[src/sv/wfq_pkg.sv]
`timescale 1ns / 1ps
`default_nettype none
// ============================================================================
// WFQ run queue package
// Shared widths, codes, state encoding and controller interface types.
// ============================================================================
package wfq_pkg;

    localparam int SLOTS_DEFAULT       = 32;
    localparam int WEIGHT_BITS_DEFAULT = 12;

    localparam int VT_W        = 64;
    localparam int TICK_W      = 32;
    localparam int TW_W        = 17;
    localparam int SLOT_IN_W   = 5;
    localparam int WEIGHT_IN_W = 12;
    localparam int COUNT_OUT_W = 6;
    localparam int STATUS_W    = 2;

    localparam logic [TICK_W-1:0] TICK_RESET = 32'd1000000;

    localparam logic [STATUS_W-1:0] ST_OK     = 2'd0;
    localparam logic [STATUS_W-1:0] ST_QUEUED = 2'd1;
    localparam logic [STATUS_W-1:0] ST_ABSENT = 2'd2;

    typedef enum logic [2:0] {
        OP_ENQUEUE = 3'd0,
        OP_DEQUEUE = 3'd1,
        OP_TICK    = 3'd2,
        OP_PICK    = 3'd3,
        OP_PREEMPT = 3'd4
    } op_t;

    typedef enum logic [1:0] {
        RD_SLOT = 2'd0,
        RD_IDX  = 2'd1,
        RD_RUN  = 2'd2
    } rd_sel_t;

    typedef enum logic [1:0] {
        DIV_CW    = 2'd0,
        DIV_TOTAL = 2'd1,
        DIV_RDATA = 2'd2
    } div_sel_t;

    typedef enum logic [4:0] {
        S_IDLE,
        S_DECODE,
        S_D_RD,
        S_D_APPLY,
        S_SW_RD,
        S_SW_WR,
        S_T_RD,
        S_T_APPLY,
        S_T_WAIT,
        S_T_WRITE,
        S_T_QWAIT,
        S_T_QAPPLY,
        S_SC_CHK,
        S_SC_DATA,
        S_SC_WAIT,
        S_SC_CMP,
        S_SC_END,
        S_PA_RD,
        S_PA_DATA,
        S_PA_WAIT,
        S_PA_SAVE,
        S_PB_DATA,
        S_PB_WAIT,
        S_PB_CMP,
        S_FIN
    } state_t;

    typedef struct packed {
        logic     latch_in;
        logic     enq_apply;
        rd_sel_t  rd_sel;
        logic     capture;
        logic     div_start;
        div_sel_t div_sel;
        logic     deq_apply;
        logic     sweep_wr;
        logic     tick_apply;
        logic     tick_write;
        logic     qv_apply;
        logic     scan_init;
        logic     idx_inc;
        logic     scan_update;
        logic     pre_save;
        logic     pre_cmp;
        logic     set_queued;
        logic     set_absent;
        logic     set_resched;
        logic     pick_fin;
        logic     tick_fin;
        logic     out_load;
    } ctrl_cmd_t;

    typedef struct packed {
        logic [2:0] op;
        logic       in_range;
        logic       queued;
        logic       running_valid;
        logic       many_queued;
        logic       idx_valid;
        logic       idx_last;
        logic       div_done;
        logic       out_free;
    } ctrl_stat_t;

endpackage
`default_nettype wire

[src/sv/wfq_ram.sv]
`timescale 1ns / 1ps
`default_nettype none
// ============================================================================
// WFQ generic RAM
// One write port and one read port with registered read data.
// ============================================================================
module wfq_ram #(
    parameter int WIDTH = 8,
    parameter int DEPTH = 32
) (
    input  wire logic                     clk,
    input  wire logic                     we,
    input  wire logic [$clog2(DEPTH)-1:0] waddr,
    input  wire logic [WIDTH-1:0]         wdata,
    input  wire logic [$clog2(DEPTH)-1:0] raddr,
    output logic      [WIDTH-1:0]         rdata
);

    logic [WIDTH-1:0] mem [DEPTH];

    always_ff @(posedge clk)
    begin
        if (we)
        begin
            mem[waddr] <= wdata;
        end
        rdata <= mem[raddr];
    end

endmodule
`default_nettype wire

[src/sv/wfq_div.sv]
`timescale 1ns / 1ps
`default_nettype none
// ============================================================================
// WFQ tick divider
// Restoring divider, one quotient bit per cycle; a zero divisor counts as one.
// ============================================================================
module wfq_div (
    input  wire logic                       clk,
    input  wire logic                       rst_n,
    input  wire logic                       start,
    input  wire logic [wfq_pkg::TICK_W-1:0] dividend,
    input  wire logic [wfq_pkg::TW_W-1:0]   divisor,
    output logic                            done,
    output logic      [wfq_pkg::TICK_W-1:0] quotient
);

    localparam int CNT_W = $clog2(wfq_pkg::TICK_W);

    logic                        busy_reg;
    logic                        done_reg;
    logic [CNT_W-1:0]            cnt_reg;
    logic [wfq_pkg::TW_W-1:0]    rem_reg;
    logic [wfq_pkg::TW_W-1:0]    dvs_reg;
    logic [wfq_pkg::TICK_W-1:0]  quo_reg;
    logic [wfq_pkg::TW_W:0]      shifted;
    logic [wfq_pkg::TW_W:0]      diff;
    logic                        ge;

    assign shifted = {rem_reg, quo_reg[wfq_pkg::TICK_W-1]};
    assign diff    = shifted - {1'b0, dvs_reg};
    assign ge      = shifted >= {1'b0, dvs_reg};

    always_ff @(posedge clk or negedge rst_n)
    begin
        if (!rst_n)
        begin
            busy_reg <= 1'b0;
            done_reg <= 1'b0;
            cnt_reg  <= '0;
        end
        else if (start)
        begin
            busy_reg <= 1'b1;
            done_reg <= 1'b0;
            cnt_reg  <= '0;
        end
        else if (busy_reg)
        begin
            cnt_reg <= cnt_reg + 1'b1;
            if (cnt_reg == CNT_W'(wfq_pkg::TICK_W - 1))
            begin
                busy_reg <= 1'b0;
                done_reg <= 1'b1;
            end
        end
        else
        begin
            done_reg <= 1'b0;
        end
    end

    always_ff @(posedge clk)
    begin
        if (start)
        begin
            rem_reg <= '0;
            quo_reg <= dividend;
            dvs_reg <= (divisor == '0) ? wfq_pkg::TW_W'(1) : divisor;
        end
        else if (busy_reg)
        begin
            rem_reg <= ge ? diff[wfq_pkg::TW_W-1:0] : shifted[wfq_pkg::TW_W-1:0];
            quo_reg <= {quo_reg[wfq_pkg::TICK_W-2:0], ge};
        end
    end

    assign done     = done_reg;
    assign quotient = quo_reg;

endmodule
`default_nettype wire

[src/sv/wfq_datapath.sv]
`timescale 1ns / 1ps
`default_nettype none
// ============================================================================
// WFQ datapath
// Slot table, queue totals, divider, minimum search and result registers.
// ============================================================================
module wfq_datapath #(
    parameter int SLOTS       = wfq_pkg::SLOTS_DEFAULT,
    parameter int WEIGHT_BITS = wfq_pkg::WEIGHT_BITS_DEFAULT
) (
    input  wire logic                            clk,
    input  wire logic                            rst_n,
    input  wire wfq_pkg::ctrl_cmd_t              cmd,
    output wfq_pkg::ctrl_stat_t                  stat,
    input  wire logic [2:0]                      operation,
    input  wire logic [wfq_pkg::SLOT_IN_W-1:0]   slot,
    input  wire logic [wfq_pkg::WEIGHT_IN_W-1:0] new_weight,
    input  wire logic                            cfg_write_en,
    input  wire logic [wfq_pkg::TICK_W-1:0]      cfg_write_data,
    output logic                                 out_valid,
    input  wire logic                            out_ready,
    output logic      [wfq_pkg::STATUS_W-1:0]    status,
    output logic      [wfq_pkg::SLOT_IN_W-1:0]   picked_slot,
    output logic                                 picked_valid,
    output logic                                 reschedule,
    output logic      [wfq_pkg::COUNT_OUT_W-1:0] queued_count,
    output logic      [wfq_pkg::TW_W-1:0]        weight_sum
);

    localparam int SW = $clog2(SLOTS);
    localparam int CW = $clog2(SLOTS + 1);
    localparam int WB = WEIGHT_BITS;
    localparam int RW = wfq_pkg::VT_W + WB + SW;

    logic [wfq_pkg::TICK_W-1:0]      tick_reg;
    logic [SLOTS-1:0]                valid_reg;
    logic [wfq_pkg::VT_W-1:0]        qvt_reg;
    logic [wfq_pkg::TW_W-1:0]        total_reg;
    logic [CW-1:0]                   count_reg;
    logic [SW-1:0]                   run_reg;
    logic                            run_valid_reg;

    logic [2:0]                      op_reg;
    logic [wfq_pkg::SLOT_IN_W-1:0]   slot_reg;
    logic [wfq_pkg::WEIGHT_IN_W-1:0] wt_reg;

    logic [wfq_pkg::VT_W-1:0]        ent_vt_reg;
    logic [SW-1:0]                   ent_rank_reg;
    logic [SW-1:0]                   removed_reg;
    logic [SW-1:0]                   idx_reg;
    logic                            found_reg;
    logic [SW-1:0]                   best_slot_reg;
    logic [wfq_pkg::VT_W-1:0]        best_vft_reg;
    logic [SW-1:0]                   best_rank_reg;
    logic [wfq_pkg::VT_W-1:0]        a_vft_reg;

    logic [wfq_pkg::STATUS_W-1:0]    res_status_reg;
    logic                            res_resched_reg;
    logic [SW-1:0]                   res_picked_reg;
    logic                            res_pvalid_reg;

    logic                            out_valid_reg;
    logic [wfq_pkg::STATUS_W-1:0]    out_status_reg;
    logic [wfq_pkg::SLOT_IN_W-1:0]   out_picked_reg;
    logic                            out_pvalid_reg;
    logic                            out_resched_reg;
    logic [wfq_pkg::COUNT_OUT_W-1:0] out_count_reg;
    logic [wfq_pkg::TW_W-1:0]        out_total_reg;

    logic [WB-1:0]                   w_ext;
    logic [WB-1:0]                   cw;
    logic [SW-1:0]                   slot_idx;
    logic                            in_range;
    logic                            queued;

    logic                            ram_we;
    logic [SW-1:0]                   ram_waddr;
    logic [RW-1:0]                   ram_wdata;
    logic [SW-1:0]                   ram_raddr;
    logic [RW-1:0]                   ram_rdata;
    logic [wfq_pkg::VT_W-1:0]        rd_vt;
    logic [WB-1:0]                   rd_w;
    logic [SW-1:0]                   rd_rank;

    logic [wfq_pkg::TW_W-1:0]        div_divisor;
    logic                            div_done;
    logic [wfq_pkg::TICK_W-1:0]      div_q;
    logic [wfq_pkg::VT_W-1:0]        vft;
    logic                            better;

    always_comb
    begin
        w_ext = '0;
        for (int i = 0; i < WB; i++)
        begin
            if (i < wfq_pkg::WEIGHT_IN_W)
            begin
                w_ext[i] = wt_reg[i];
            end
        end
    end

    assign cw       = (w_ext == '0) ? WB'(1) : w_ext;
    assign slot_idx = SW'(slot_reg);
    assign in_range = 32'(slot_reg) < 32'(SLOTS);
    assign queued   = in_range && valid_reg[slot_idx];

    assign rd_vt   = ram_rdata[RW-1 -: wfq_pkg::VT_W];
    assign rd_w    = ram_rdata[SW +: WB];
    assign rd_rank = ram_rdata[SW-1:0];

    assign vft    = ent_vt_reg + wfq_pkg::VT_W'(div_q);
    assign better = !found_reg || (vft < best_vft_reg) ||
                    ((vft == best_vft_reg) && (ent_rank_reg < best_rank_reg));

    always_comb
    begin
        unique case (cmd.rd_sel)
            wfq_pkg::RD_SLOT: ram_raddr = slot_idx;
            wfq_pkg::RD_IDX:  ram_raddr = idx_reg;
            wfq_pkg::RD_RUN:  ram_raddr = run_reg;
            default:          ram_raddr = slot_idx;
        endcase
    end

    always_comb
    begin
        ram_we    = 1'b0;
        ram_waddr = slot_idx;
        ram_wdata = {qvt_reg, cw, SW'(count_reg)};
        priority if (cmd.enq_apply)
        begin
            ram_we = 1'b1;
        end
        else if (cmd.tick_write)
        begin
            ram_we    = 1'b1;
            ram_wdata = {vft, cw, ent_rank_reg};
        end
        else if (cmd.sweep_wr)
        begin
            ram_we    = valid_reg[idx_reg] && (rd_rank > removed_reg);
            ram_waddr = idx_reg;
            ram_wdata = {rd_vt, rd_w, rd_rank - 1'b1};
        end
    end

    always_comb
    begin
        unique case (cmd.div_sel)
            wfq_pkg::DIV_CW:    div_divisor = wfq_pkg::TW_W'(cw);
            wfq_pkg::DIV_TOTAL: div_divisor = total_reg;
            wfq_pkg::DIV_RDATA: div_divisor = wfq_pkg::TW_W'(rd_w);
            default:            div_divisor = total_reg;
        endcase
    end

    wfq_ram #(
        .WIDTH (RW),
        .DEPTH (SLOTS)
    ) u_ram (
        .clk   (clk),
        .we    (ram_we),
        .waddr (ram_waddr),
        .wdata (ram_wdata),
        .raddr (ram_raddr),
        .rdata (ram_rdata)
    );

    wfq_div u_div (
        .clk      (clk),
        .rst_n    (rst_n),
        .start    (cmd.div_start),
        .dividend (tick_reg),
        .divisor  (div_divisor),
        .done     (div_done),
        .quotient (div_q)
    );

    always_ff @(posedge clk or negedge rst_n)
    begin
        if (!rst_n)
        begin
            tick_reg      <= wfq_pkg::TICK_RESET;
            valid_reg     <= '0;
            qvt_reg       <= '0;
            total_reg     <= '0;
            count_reg     <= '0;
            run_reg       <= '0;
            run_valid_reg <= 1'b0;
            out_valid_reg <= 1'b0;
        end
        else
        begin
            if (cfg_write_en)
            begin
                tick_reg <= cfg_write_data;
            end
            if (cmd.enq_apply)
            begin
                valid_reg[slot_idx] <= 1'b1;
                count_reg           <= count_reg + 1'b1;
                total_reg           <= total_reg + wfq_pkg::TW_W'(cw);
            end
            if (cmd.deq_apply)
            begin
                valid_reg[slot_idx] <= 1'b0;
                count_reg           <= count_reg - 1'b1;
                total_reg           <= total_reg - wfq_pkg::TW_W'(rd_w);
            end
            if (cmd.tick_apply)
            begin
                total_reg <= total_reg - wfq_pkg::TW_W'(rd_w) + wfq_pkg::TW_W'(cw);
            end
            if (cmd.qv_apply)
            begin
                qvt_reg <= qvt_reg + wfq_pkg::VT_W'(div_q);
            end
            if (cmd.pick_fin)
            begin
                run_valid_reg <= found_reg;
                if (found_reg)
                begin
                    run_reg <= best_slot_reg;
                end
            end
            if (cmd.out_load)
            begin
                out_valid_reg <= 1'b1;
            end
            else if (out_ready)
            begin
                out_valid_reg <= 1'b0;
            end
        end
    end

    always_ff @(posedge clk)
    begin
        if (cmd.latch_in)
        begin
            op_reg          <= operation;
            slot_reg        <= slot;
            wt_reg          <= new_weight;
            res_status_reg  <= wfq_pkg::ST_OK;
            res_resched_reg <= 1'b0;
            res_picked_reg  <= '0;
            res_pvalid_reg  <= 1'b0;
        end
        if (cmd.capture)
        begin
            ent_vt_reg   <= rd_vt;
            ent_rank_reg <= rd_rank;
        end
        if (cmd.deq_apply)
        begin
            removed_reg <= rd_rank;
        end
        if (cmd.scan_init)
        begin
            idx_reg   <= '0;
            found_reg <= 1'b0;
        end
        else if (cmd.idx_inc)
        begin
            idx_reg <= idx_reg + 1'b1;
        end
        if (cmd.scan_update && valid_reg[idx_reg] && better)
        begin
            found_reg     <= 1'b1;
            best_slot_reg <= idx_reg;
            best_vft_reg  <= vft;
            best_rank_reg <= ent_rank_reg;
        end
        if (cmd.pre_save)
        begin
            a_vft_reg <= vft;
        end
        if (cmd.pre_cmp)
        begin
            res_resched_reg <= a_vft_reg < vft;
        end
        if (cmd.set_queued)
        begin
            res_status_reg <= wfq_pkg::ST_QUEUED;
        end
        if (cmd.set_absent)
        begin
            res_status_reg <= wfq_pkg::ST_ABSENT;
        end
        if (cmd.set_resched)
        begin
            res_resched_reg <= 1'b1;
        end
        if (cmd.tick_fin)
        begin
            res_resched_reg <= found_reg && (best_slot_reg != slot_idx);
        end
        if (cmd.pick_fin)
        begin
            res_pvalid_reg <= found_reg;
            res_picked_reg <= found_reg ? best_slot_reg : '0;
        end
        if (cmd.out_load)
        begin
            out_status_reg  <= res_status_reg;
            out_picked_reg  <= wfq_pkg::SLOT_IN_W'(res_picked_reg);
            out_pvalid_reg  <= res_pvalid_reg;
            out_resched_reg <= res_resched_reg;
            out_count_reg   <= wfq_pkg::COUNT_OUT_W'(count_reg);
            out_total_reg   <= total_reg;
        end
    end

    assign stat.op            = op_reg;
    assign stat.in_range      = in_range;
    assign stat.queued        = queued;
    assign stat.running_valid = run_valid_reg;
    assign stat.many_queued   = count_reg > CW'(1);
    assign stat.idx_valid     = valid_reg[idx_reg];
    assign stat.idx_last      = idx_reg == SW'(SLOTS - 1);
    assign stat.div_done      = div_done;
    assign stat.out_free      = !out_valid_reg || out_ready;

    assign out_valid    = out_valid_reg;
    assign status       = out_status_reg;
    assign picked_slot  = out_picked_reg;
    assign picked_valid = out_pvalid_reg;
    assign reschedule   = out_resched_reg;
    assign queued_count = out_count_reg;
    assign weight_sum   = out_total_reg;

endmodule
`default_nettype wire

[src/sv/wfq_ctrl.sv]
`timescale 1ns / 1ps
`default_nettype none
// ============================================================================
// WFQ controller
// Sequences each request through table reads, divisions and the slot scan.
// ============================================================================
module wfq_ctrl (
    input  wire logic                clk,
    input  wire logic                rst_n,
    input  wire logic                in_valid,
    output logic                     in_ready,
    input  wire wfq_pkg::ctrl_stat_t stat,
    output wfq_pkg::ctrl_cmd_t       cmd
);

    wfq_pkg::state_t state_reg;
    wfq_pkg::state_t state_next;
    wfq_pkg::op_t    op;

    assign op = wfq_pkg::op_t'(stat.op);

    always_ff @(posedge clk or negedge rst_n)
    begin
        if (!rst_n)
        begin
            state_reg <= wfq_pkg::S_IDLE;
        end
        else
        begin
            state_reg <= state_next;
        end
    end

    always_comb
    begin
        state_next = state_reg;
        unique case (state_reg)
            wfq_pkg::S_IDLE:
            begin
                if (in_valid)
                begin
                    state_next = wfq_pkg::S_DECODE;
                end
            end
            wfq_pkg::S_DECODE:
            begin
                unique case (op)
                    wfq_pkg::OP_ENQUEUE: state_next = wfq_pkg::S_FIN;
                    wfq_pkg::OP_DEQUEUE:
                        state_next = stat.queued ? wfq_pkg::S_D_RD : wfq_pkg::S_FIN;
                    wfq_pkg::OP_TICK:
                        state_next = stat.queued ? wfq_pkg::S_T_RD : wfq_pkg::S_FIN;
                    wfq_pkg::OP_PICK:    state_next = wfq_pkg::S_SC_CHK;
                    wfq_pkg::OP_PREEMPT:
                        state_next = (stat.queued && stat.running_valid) ?
                                     wfq_pkg::S_PA_RD : wfq_pkg::S_FIN;
                    default:             state_next = wfq_pkg::S_FIN;
                endcase
            end
            wfq_pkg::S_D_RD:    state_next = wfq_pkg::S_D_APPLY;
            wfq_pkg::S_D_APPLY: state_next = wfq_pkg::S_SW_RD;
            wfq_pkg::S_SW_RD:   state_next = wfq_pkg::S_SW_WR;
            wfq_pkg::S_SW_WR:
                state_next = stat.idx_last ? wfq_pkg::S_FIN : wfq_pkg::S_SW_RD;
            wfq_pkg::S_T_RD:    state_next = wfq_pkg::S_T_APPLY;
            wfq_pkg::S_T_APPLY: state_next = wfq_pkg::S_T_WAIT;
            wfq_pkg::S_T_WAIT:
            begin
                if (stat.div_done)
                begin
                    state_next = wfq_pkg::S_T_WRITE;
                end
            end
            wfq_pkg::S_T_WRITE: state_next = wfq_pkg::S_T_QWAIT;
            wfq_pkg::S_T_QWAIT:
            begin
                if (stat.div_done)
                begin
                    state_next = wfq_pkg::S_T_QAPPLY;
                end
            end
            wfq_pkg::S_T_QAPPLY:
                state_next = stat.many_queued ? wfq_pkg::S_SC_CHK : wfq_pkg::S_FIN;
            wfq_pkg::S_SC_CHK:
            begin
                priority if (stat.idx_valid)
                begin
                    state_next = wfq_pkg::S_SC_DATA;
                end
                else if (stat.idx_last)
                begin
                    state_next = wfq_pkg::S_SC_END;
                end
                else
                begin
                    state_next = wfq_pkg::S_SC_CHK;
                end
            end
            wfq_pkg::S_SC_DATA: state_next = wfq_pkg::S_SC_WAIT;
            wfq_pkg::S_SC_WAIT:
            begin
                if (stat.div_done)
                begin
                    state_next = wfq_pkg::S_SC_CMP;
                end
            end
            wfq_pkg::S_SC_CMP:
                state_next = stat.idx_last ? wfq_pkg::S_SC_END : wfq_pkg::S_SC_CHK;
            wfq_pkg::S_SC_END:  state_next = wfq_pkg::S_FIN;
            wfq_pkg::S_PA_RD:   state_next = wfq_pkg::S_PA_DATA;
            wfq_pkg::S_PA_DATA: state_next = wfq_pkg::S_PA_WAIT;
            wfq_pkg::S_PA_WAIT:
            begin
                if (stat.div_done)
                begin
                    state_next = wfq_pkg::S_PA_SAVE;
                end
            end
            wfq_pkg::S_PA_SAVE: state_next = wfq_pkg::S_PB_DATA;
            wfq_pkg::S_PB_DATA: state_next = wfq_pkg::S_PB_WAIT;
            wfq_pkg::S_PB_WAIT:
            begin
                if (stat.div_done)
                begin
                    state_next = wfq_pkg::S_PB_CMP;
                end
            end
            wfq_pkg::S_PB_CMP:  state_next = wfq_pkg::S_FIN;
            wfq_pkg::S_FIN:
            begin
                if (stat.out_free)
                begin
                    state_next = wfq_pkg::S_IDLE;
                end
            end
            default:            state_next = wfq_pkg::S_IDLE;
        endcase
    end

    always_comb
    begin
        cmd          = '0;
        cmd.rd_sel   = wfq_pkg::RD_SLOT;
        cmd.div_sel  = wfq_pkg::DIV_RDATA;
        in_ready     = 1'b0;
        unique case (state_reg)
            wfq_pkg::S_IDLE:
            begin
                in_ready     = 1'b1;
                cmd.latch_in = in_valid;
            end
            wfq_pkg::S_DECODE:
            begin
                unique case (op)
                    wfq_pkg::OP_ENQUEUE:
                    begin
                        priority if (!stat.in_range)
                        begin
                            cmd.set_absent = 1'b1;
                        end
                        else if (stat.queued)
                        begin
                            cmd.set_queued = 1'b1;
                        end
                        else
                        begin
                            cmd.enq_apply = 1'b1;
                        end
                    end
                    wfq_pkg::OP_DEQUEUE, wfq_pkg::OP_TICK:
                    begin
                        cmd.set_absent = !stat.queued;
                    end
                    wfq_pkg::OP_PICK:
                    begin
                        cmd.scan_init = 1'b1;
                    end
                    wfq_pkg::OP_PREEMPT:
                    begin
                        cmd.set_absent  = !stat.queued;
                        cmd.set_resched = stat.queued && !stat.running_valid;
                    end
                    default:
                    begin
                    end
                endcase
            end
            wfq_pkg::S_D_RD, wfq_pkg::S_T_RD, wfq_pkg::S_PA_RD:
            begin
                cmd.rd_sel = wfq_pkg::RD_SLOT;
            end
            wfq_pkg::S_D_APPLY:
            begin
                cmd.deq_apply = 1'b1;
                cmd.scan_init = 1'b1;
            end
            wfq_pkg::S_SW_RD:
            begin
                cmd.rd_sel = wfq_pkg::RD_IDX;
            end
            wfq_pkg::S_SW_WR:
            begin
                cmd.sweep_wr = 1'b1;
                cmd.idx_inc  = !stat.idx_last;
            end
            wfq_pkg::S_T_APPLY:
            begin
                cmd.capture    = 1'b1;
                cmd.tick_apply = 1'b1;
                cmd.div_start  = 1'b1;
                cmd.div_sel    = wfq_pkg::DIV_CW;
            end
            wfq_pkg::S_T_WRITE:
            begin
                cmd.tick_write = 1'b1;
                cmd.div_start  = 1'b1;
                cmd.div_sel    = wfq_pkg::DIV_TOTAL;
            end
            wfq_pkg::S_T_QAPPLY:
            begin
                cmd.qv_apply  = 1'b1;
                cmd.scan_init = 1'b1;
            end
            wfq_pkg::S_SC_CHK:
            begin
                cmd.rd_sel  = wfq_pkg::RD_IDX;
                cmd.idx_inc = !stat.idx_valid && !stat.idx_last;
            end
            wfq_pkg::S_SC_DATA, wfq_pkg::S_PA_DATA, wfq_pkg::S_PB_DATA:
            begin
                cmd.capture   = 1'b1;
                cmd.div_start = 1'b1;
                cmd.div_sel   = wfq_pkg::DIV_RDATA;
            end
            wfq_pkg::S_SC_CMP:
            begin
                cmd.scan_update = 1'b1;
                cmd.idx_inc     = !stat.idx_last;
            end
            wfq_pkg::S_SC_END:
            begin
                cmd.pick_fin = (op == wfq_pkg::OP_PICK);
                cmd.tick_fin = (op == wfq_pkg::OP_TICK);
            end
            wfq_pkg::S_PA_SAVE:
            begin
                cmd.pre_save = 1'b1;
                cmd.rd_sel   = wfq_pkg::RD_RUN;
            end
            wfq_pkg::S_PB_CMP:
            begin
                cmd.pre_cmp = 1'b1;
            end
            wfq_pkg::S_FIN:
            begin
                cmd.out_load = stat.out_free;
            end
            default:
            begin
            end
        endcase
    end

endmodule
`default_nettype wire

[src/sv/wfq_run_queue_scheduler.sv]
`timescale 1ns / 1ps
`default_nettype none
// ============================================================================
// WFQ run queue scheduler
// Weighted fair queueing run queue over a fixed set of task slots.
// ============================================================================
// Requests arrive on the input channel (operation, slot, new_weight) under
// in_valid/in_ready; each request gives exactly one result on the output
// channel under out_valid/out_ready. The tick value is written through
// cfg_write_en/cfg_write_data; the user must do so only while the block is
// idle, as the block itself does not enforce it. Requests are handled one at
// a time. Every virtual finish time needs one pass of the shared bit-serial
// divider: enqueue, unknown operations and requests that end at the first
// check need none, a preempt check needs two, a pick one per queued slot, and
// a tick two, plus one per queued slot when more than one slot is queued; a
// dequeue sweeps every slot to renumber the ranks. A new request is taken
// once the previous one is done.
// The result waits in an output register; while the receiver stalls, the
// next request is still taken and worked on, and it waits for the register.
// Reset empties the queue, clears the virtual time, weight sum and running
// slot, and sets the tick value to 1000000; the slot table needs no clear.
// ============================================================================
module wfq_run_queue_scheduler #(
    parameter int SLOTS       = wfq_pkg::SLOTS_DEFAULT,
    parameter int WEIGHT_BITS = wfq_pkg::WEIGHT_BITS_DEFAULT
) (
    input  wire logic                            clk,
    input  wire logic                            rst_n,
    input  wire logic                            in_valid,
    output logic                                 in_ready,
    input  wire logic [2:0]                      operation,
    input  wire logic [wfq_pkg::SLOT_IN_W-1:0]   slot,
    input  wire logic [wfq_pkg::WEIGHT_IN_W-1:0] new_weight,
    output logic                                 out_valid,
    input  wire logic                            out_ready,
    output logic      [wfq_pkg::STATUS_W-1:0]    status,
    output logic      [wfq_pkg::SLOT_IN_W-1:0]   picked_slot,
    output logic                                 picked_valid,
    output logic                                 reschedule,
    output logic      [wfq_pkg::COUNT_OUT_W-1:0] queued_count,
    output logic      [wfq_pkg::TW_W-1:0]        weight_sum,
    input  wire logic                            cfg_write_en,
    input  wire logic [wfq_pkg::TICK_W-1:0]      cfg_write_data
);

    wfq_pkg::ctrl_cmd_t  cmd;
    wfq_pkg::ctrl_stat_t stat;

    wfq_ctrl u_ctrl (
        .clk      (clk),
        .rst_n    (rst_n),
        .in_valid (in_valid),
        .in_ready (in_ready),
        .stat     (stat),
        .cmd      (cmd)
    );

    wfq_datapath #(
        .SLOTS       (SLOTS),
        .WEIGHT_BITS (WEIGHT_BITS)
    ) u_datapath (
        .clk            (clk),
        .rst_n          (rst_n),
        .cmd            (cmd),
        .stat           (stat),
        .operation      (operation),
        .slot           (slot),
        .new_weight     (new_weight),
        .cfg_write_en   (cfg_write_en),
        .cfg_write_data (cfg_write_data),
        .out_valid      (out_valid),
        .out_ready      (out_ready),
        .status         (status),
        .picked_slot    (picked_slot),
        .picked_valid   (picked_valid),
        .reschedule     (reschedule),
        .queued_count   (queued_count),
        .weight_sum     (weight_sum)
    );

endmodule
`default_nettype wire

[config.mk]
export PLATFORM = sky130hd
export DESIGN_NAME = wfq_run_queue_scheduler
export DESIGN_NICKNAME = d
export VERILOG_FILES = /design/src/sv/wfq_pkg.sv /design/src/sv/wfq_ram.sv /design/src/sv/wfq_div.sv /design/src/sv/wfq_datapath.sv /design/src/sv/wfq_ctrl.sv /design/src/sv/wfq_run_queue_scheduler.sv
export SDC_FILE = /design/constraint.sdc
export NUM_CORES = 2
export LEC_CHECK = 0
export CORE_MARGIN = 2
export CORE_UTILIZATION = 45
export DETAILED_ROUTE_END_ITERATION = 8
export DONT_BUFFER_PORTS = 1
export GPL_TIMING_DRIVEN = 0
export SYNTH_ARGS = -nofsm -noshare
export SYNTH_HDL_FRONTEND = slang
export SYNTH_HIERARCHICAL = 1
export SYNTH_SLANG_ARGS = --single-unit
export TNS_END_PERCENT = 10
[constraint.sdc]
create_clock -name clk -period 13.5 [get_ports clk]
set_clock_uncertainty 0.2 [all_clocks]
set_input_delay 2.7 -clock clk [delete_from_list [all_inputs] [get_ports clk]]
set_output_delay 2.7 -clock clk [all_outputs]
set_load 0.02 [all_outputs]
======== After elaboration in Yosys (flattened, before gate mapping) ========
Memory sizes are Yosys's and may differ from the RTL's. A register that Yosys moved wholly into a read port is not among the register bits.
Index checks and enable logic that the tools add are counted.
cells by class
  bitwise operators ....................... 3
  add/sub/neg operators ................... 11
  magnitude comparators ................... 9
  equality and inequality tests ........... 43
  reductions and logical operators ........ 39
  mux-type cells .......................... 92
operators by type and width
  kind                  number
  $mux W81              3
  $add A64 B32 Y64      2
  $lt A64 B64 Y1        2
  $mux W32              4
  $pmux W5 S24          1
  $mux W5               21
  $mux W17              4
  $eq A64 B64 Y1        1
  $eq A5 B5 Y1 const B  11
  $mux W1               41
  $eq A5 B4 Y1 const B  8
  $add A17 B12 Y17      2
  $pmux W17 S2          1
  $and A32 B32 Y32      1
  $not A32 Y32          1
  $or A32 B32 Y32       1
  $eq A5 B3 Y1 const B  4
  $pmux W5 S4           1
  $ge A18 B17 Y1        1
  $logic_not A17 Y1     1
  $sub A17 B12 Y17      1
  $sub A17 B17 Y17      1
  $logic_not A12 Y1     1
  $lt A5 B6 Y1 const B  2
  other kinds (44)      81
storage, ports and cells
  word-level logic and storage cells ...... 235
  register bits after elaboration ......... 515
  input port bits ......................... 57
  output and inout bits ................... 34
  memories kept ........................... 1
  RAM bits ................................ 2592
memories
  name                  depth  bits a word  rd ports  clocked after memory_dff  write ports  line           RTL
  u_datapath.u_ram.mem  32     81           1         1                         1            wfq_ram.sv:19  logic [WIDTH-1:0] mem [DEPTH];

======== Logic depth before layout (Yosys ltp) ========
  word-level depth ........................ 8
  gate-level depth with buffers ........... 25
  gate-level depth less buffers ........... 24

======== Hierarchy ========
The synthesis kept the hierarchy.
by module, submodules not included
  module        area an instance (µm²)  cells an instance  sequential area each (µm²)  instances
  wfq_ram       100131.0                4732               79456.2                     1
  wfq_datapath  27027.2                 2643               12260.5                     1
  wfq_div       4033.9                  360                1986.9                      1
  wfq_ctrl      918.4                   140                125.1                       1

======== Worst setup path before layout ========
No wires, ideal clock.
  kind .................................... register to register
  start point ............................. register u_datapath.u_div.quo_reg, in the netlist u_datapath/u_div/quotient[0]
  end point ............................... register u_datapath.best_rank_reg[0], enable pin
  cell stages (with the launch flop) ...... 26
  path slack .............................. 4975 ps
  path buffers ............................ 1
  required time ........................... 12785 ps
  clock period less this slack ............ 8525 ps
  setup time .............................. 515 ps
  arrival ................................. 7810 ps
  path through ............................ edfxtp_1 -> ha_1 -> inv_1 -> fa_1 -> nand2b_1 -> a211oi_1 -> o21ai_1 -> nand4_1 -> a21oi_1 -> o21ai_1 -> a31oi_1 -> buf_2 -> nor4_1 -> xnor2_1 -> inv_1 -> ha_1 -> a21oi_1 -> nor2b_1 -> o21ai_0 -> nand2b_1 -> a211oi_1 -> o21ai_0 -> a211o_1 -> a31oi_1 -> o31ai_4 -> o21ai_1
between the ends
  longest elaborated chain between the ends .. 5
  elaborated cells on any way between the ends .. 7
  classes of those cells .................. add/sub: 1; order compare: 1; eq/ne: 1; reduce/logical: 4
ends and longest elaborated chain
  item                                                              line                                      RTL
  from (decl)                                                       wfq_div.sv:24                             logic [wfq_pkg::TICK_W-1:0] quo_reg;
  from (signal assigned)                                            wfq_div.sv:67                             quo_reg <= dividend;
  from (signal assigned)                                            wfq_div.sv:73                             quo_reg <= {quo_reg[wfq_pkg::TICK_W-2:0], ge};
  $add A64 B32 Y64 (*)                                              wfq_datapath.sv:112                       assign vft = ent_vt_reg + wfq_pkg::VT_W'(div_q);
  net u_datapath.vft, one bit                                       wfq_datapath.sv:88                        logic [wfq_pkg::VT_W-1:0] vft;
  $lt A64 B64 Y1 / $eq A64 B64 Y1 (equally long branches)           wfq_datapath.sv:113, wfq_datapath.sv:114
  $logic_or A1 B1 Y1 / $logic_and A1 B1 Y1 (equally long branches)  wfq_datapath.sv:113, wfq_datapath.sv:114
  $logic_or A1 B1 Y1 (*)                                            wfq_datapath.sv:113                       assign better = !found_reg || (vft < best_vft_reg) ||
  $logic_and A1 B1 Y1 (*)                                           wfq_datapath.sv:268                       if (cmd.scan_update && valid_reg[idx_reg] && better)
  to (signal assigned)                                              wfq_datapath.sv:273                       best_rank_reg <= ent_rank_reg;
  to (decl)                                                         wfq_datapath.sv:54                        logic [SW-1:0] best_rank_reg;
Mark *: on every way through the listed nets, which the timed path passes. The rest lies on a longest branch.
A chain may end at the register's enable or synchronous reset.

==> impl_metrics.py <==
metrics = {
    "synth": {
        "ys.flop_type": "edfxtp_1",
        "postSynthAreaPerCell_um2": 16.8,
        "synth_cells": 7875,
        "yosysSeqAreaShare": 0.710,
        "yosys_register_bits": 3188,
        "synth_edf_count": 2912,
        "yosys_warnings": 6,
        "async_flop_share": 0.0533,
        "synthesis.nets": 8191,
        "synth_cell_types": 105,
        "syn-cell-area_um2": 132000,
    },
    "final_layout": {
        "final_net_count": 8760,
        "drive_gt1_frac": 0.173,
        "syn_to_final_growth_pct": 15.9,
        "largest-register": "u_datapath/u_ram/mem",
        "largestRegisters": "u_datapath/u_ram/mem x2592, u_datapath/u_ram/rdata x81",
        "instances_no_fill": 12600,
        "final_cell_mix": "2912 x edfxtp_1, 660 x mux2i_1, 462 x a22oi_1, 352 x mux4_2, 341 x clkbuf_16",
        "layout.cells.most_common": "edfxtp_1",
        "fill_cells": 23200,
        "largest_reg_flops": 2592,
    },
    "pwr": {
        "vdd_drop_max_v": 0.000169,
        "power.internal_mw": 21.2,
        "p_total_mw": 32.6,
        "leakage_nw": 53.2,
        "power_density_nw_per_um2": 213,
        "pwr-share-seq": 0.408,
        "power.share.clock": 0.279,
        "p_sw_mw": 11.3,
        "switching_share": 0.348,
        "combinationalPowerShare": 0.313,
    },
    "route": {
        "dr.pass1.iters": 6,
        "vias": 78200,
        "viasPerCell": 6.19,
        "drt_iter0_markers": 10600,
        "drc_errors": 0,
        "drt_wl_total_um": 408000,
        "drtAntennaViolNets": 0,
        "wire_per_inst_um": 32.3,
    },
    "clock_network": {
        "cts_resized": 0,
        "cts_buffers": 338,
        "clk_latency_ps": 950,
        "cts_hold_buf": 0,
        "post-cts-setup-buffers": 0,
        "clockBufferDepth": 4,
        "path_clk_slew_ps": 60,
        "cts_root_buf": "clkbuf_16",
        "clkSinkCount": 3188,
        "cts_tree": "done",
        "htreeDepth": 5,
    },
    "min_path": {
        "min_to": "u_datapath/picked_slot[1]",
        "hold_depth": 0,
        "min_from": "u_datapath/res_picked_reg[1]",
        "hold_class": "flip-flop to flip-flop",
    },
    "timing": {
        "min_period_ps": 10380,
        "fmax_ghz": 0.0964,
        "final.period_utilization": 0.769,
        "drv_slew": 11,
        "finalHoldViolCount": 0,
        "rsz0062_at_grt": "false",
        "slew_headroom": -0.0109,
        "setup_viol": 0,
        "max_slew.worst_pin.slew_ps": 1520,
    },
    "global_route": {
        "antenna_found_initial": 25,
        "grt_pass1_vias": 75500,
        "grt_pass1_wl_um": 570000,
        "grt_max_degree": 171,
        "grt_usage": 0.269,
        "grt-ovfl-total": 0,
    },
    "floorplanning": {
        "core_um2": 292000,
        "boundaryPins": 91,
        "die_w_um": 546,
        "dieArea_um2": 298000,
        "dieHeight_um": 546,
        "rows": 198,
        "start_util": 0.453,
    },
    "setup_path": {
        "critPathArrivalTime_ps": 10770,
        "rr_worst_depth": 18,
        "worstReg2RegEnd": "u_datapath/u_ram/mem[27][17]",
        "start_kind": "flip-flop",
        "path_class": "flip-flop to flip-flop",
        "r2r_slack_ps": 3120,
        "max_stage_delay_ps": 1130,
        "cp_slowest_cell": "nand2_1",
        "r2r_start": "u_datapath/slot_idx[0]",
        "critPathCaptureType": "flip-flop",
        "crit_fanout": 17,
        "path_common_cell": "clkbuf_1",
        "worstPathCellList": "clkbuf_1 > clkbuf_1 > mux4_2 > a22oi_1 > nand4_1 > buf_4 > nor2_1 > clkbuf_1 > clkinv_1 > nand2_1 > clkbuf_1 > nand2_1 > nand2_1 > nand3_1 > nor2_4 > buf_12 > buf_16 > buf_12",
        "required_ps": 13900,
    },
    "place": {
        "dp.cells": 12000,
        "routabilityCongestion": 0.902,
        "port_buffers": 0,
        "hpwl_um": 291000,
    },
    "run_status": {
        "violations": "capacitance limit, slew limit",
        "outcome": "complete, but fails checks",
    },
    "flow_run": {
        "maxCapViolCount": 1,
    },
}
## metrics by stage
stage	setup TNS [ps]	instance area, um2	hold WS, ps	worst slack [ps]	util
after floorplan	0	132000	200	4980	-
after detailed placement	0	142000	206	3340	0.488
after CTS	0	153000	220	3300	0.525
final	0	153000	219	3120	0.525
after global placement	-7908310	137000	205	-3570	0.470
after global routing	0	153000	223	3030	0.525
## critical path: cells and delay by family, from the launching register on
| family | cells | cell delay, ps |
|---|---|---|
| DFF | 1 | 330 |
| AOI/OAI and AO/OA | 1 | 200 |
| and+or+nand+nor | 7 | 3670 |
| buffers and inverters | 9 | 4950 |
| muxes | 1 | 560 |
## layer usage
layer | vias to the layer above | GRT usage | wire [um]
met4 | 6 | 0.0962 | 15400
met3 | 614 | 0.0529 | 42600
met2 | 4281 | 0.415 | 187000
met1 | 40800 | 0.380 | 164000
li1 | 32500 | - | -
met5 | - | 0 | 35
## how the worst max path moves through the flow
stage | from | end | slack (ps)
after floorplan | u_datapath/u_div/quotient[0] | u_datapath/best_rank_reg[0] | 4980
after global placement | u_datapath/slot_idx[0] | u_datapath/u_ram/mem[13][31] | -3570
after detailed placement | u_datapath/slot_idx[0] | u_datapath/u_ram/mem[25][8] | 3340
after CTS | u_datapath/slot_idx[0] | u_datapath/u_ram/mem[25][15] | 3300
after global routing | u_datapath/slot_idx[0] | u_datapath/u_ram/mem[27][17] | 3030
final | u_datapath/slot_idx[0] | u_datapath/u_ram/mem[27][17] | 3120
## logic make-up (layout without fill, tap and decap cells)
logic type,count (synthesis),count (layout),share of synthesized area
adder cells (fa/ha/maj),263,263,0.0252
buffers and inverters,649,1487,0.0218
flip-flops,3188,3188,0.710
AND/OR/NAND/NOR,1130,1130,0.0419
other,1,17,0.0000284
XOR/XNOR,186,186,0.0126
multiplexers,1104,1104,0.118
AO/OA/AOI/OAI,1354,1354,0.0704
## area by class of cell
type                       instances  area [um2]  area share
buffer                           416        2000      0.0131
timing repair buffer             229        4400      0.0287
tap                             3900        4880      0.0319
clock inverter                   166        1660      0.0108
sequential                      3188       93800       0.613
clock buffer                     443        9160      0.0598
antenna                           16        40.0    0.000261
inverter                         233         875     0.00571
multi-input combinational       4038       36300       0.237
## power by group through the flow
| stage | clock [mW] | combinational [mW] | sequential [mW] |
|---|---|---|---|
| 4_1_cts | 9.21 | 10.0 | 13.3 |
| 3_5_place_dp | 0 | 10.0 | 13.5 |
| 6_report | 9.08 | 10.2 | 13.3 |
| 2_1_floorplan | 0 | 5.93 | 13.2 |
| 3_3_place_gp | 0 | 9.10 | 13.7 |
| 5_1_grt | 9.59 | 10.9 | 13.3 |
## Yosys cell counts (26+ instances only)
cell type	instances	share of area
nand4_1	71	0.0034
mux2i_1	660	0.050
a21o_1	76	0.0043
and2_1	27	0.0013
a21oi_1	273	0.010
nand2_1	252	0.0072
dfxtp_1	106	0.016
xnor2_1	108	0.0072
clkbuf_1	229	0.0065
xor2_1	75	0.0050
nor4_1	26	0.0012
inv_1	232	0.0066
ha_1	253	0.024
a22oi_1	463	0.026
nand3_1	217	0.0082
mux2_2	92	0.0078
nor2b_1	42	0.0020
nor2_1	273	0.0078
o22ai_1	29	0.0014
and3_1	45	0.0021
nor3_1	64	0.0024
o21ai_0	167	0.0063
mux4_2	352	0.060
a31oi_1	75	0.0036
buf_2	108	0.0041
buf_4	33	0.0019
a22o_1	53	0.0035
nand2b_1	39	0.0018
edfxtp_1	2912	0.66
dfrtp_1	163	0.031
Power figures use the tool's default switching activity.
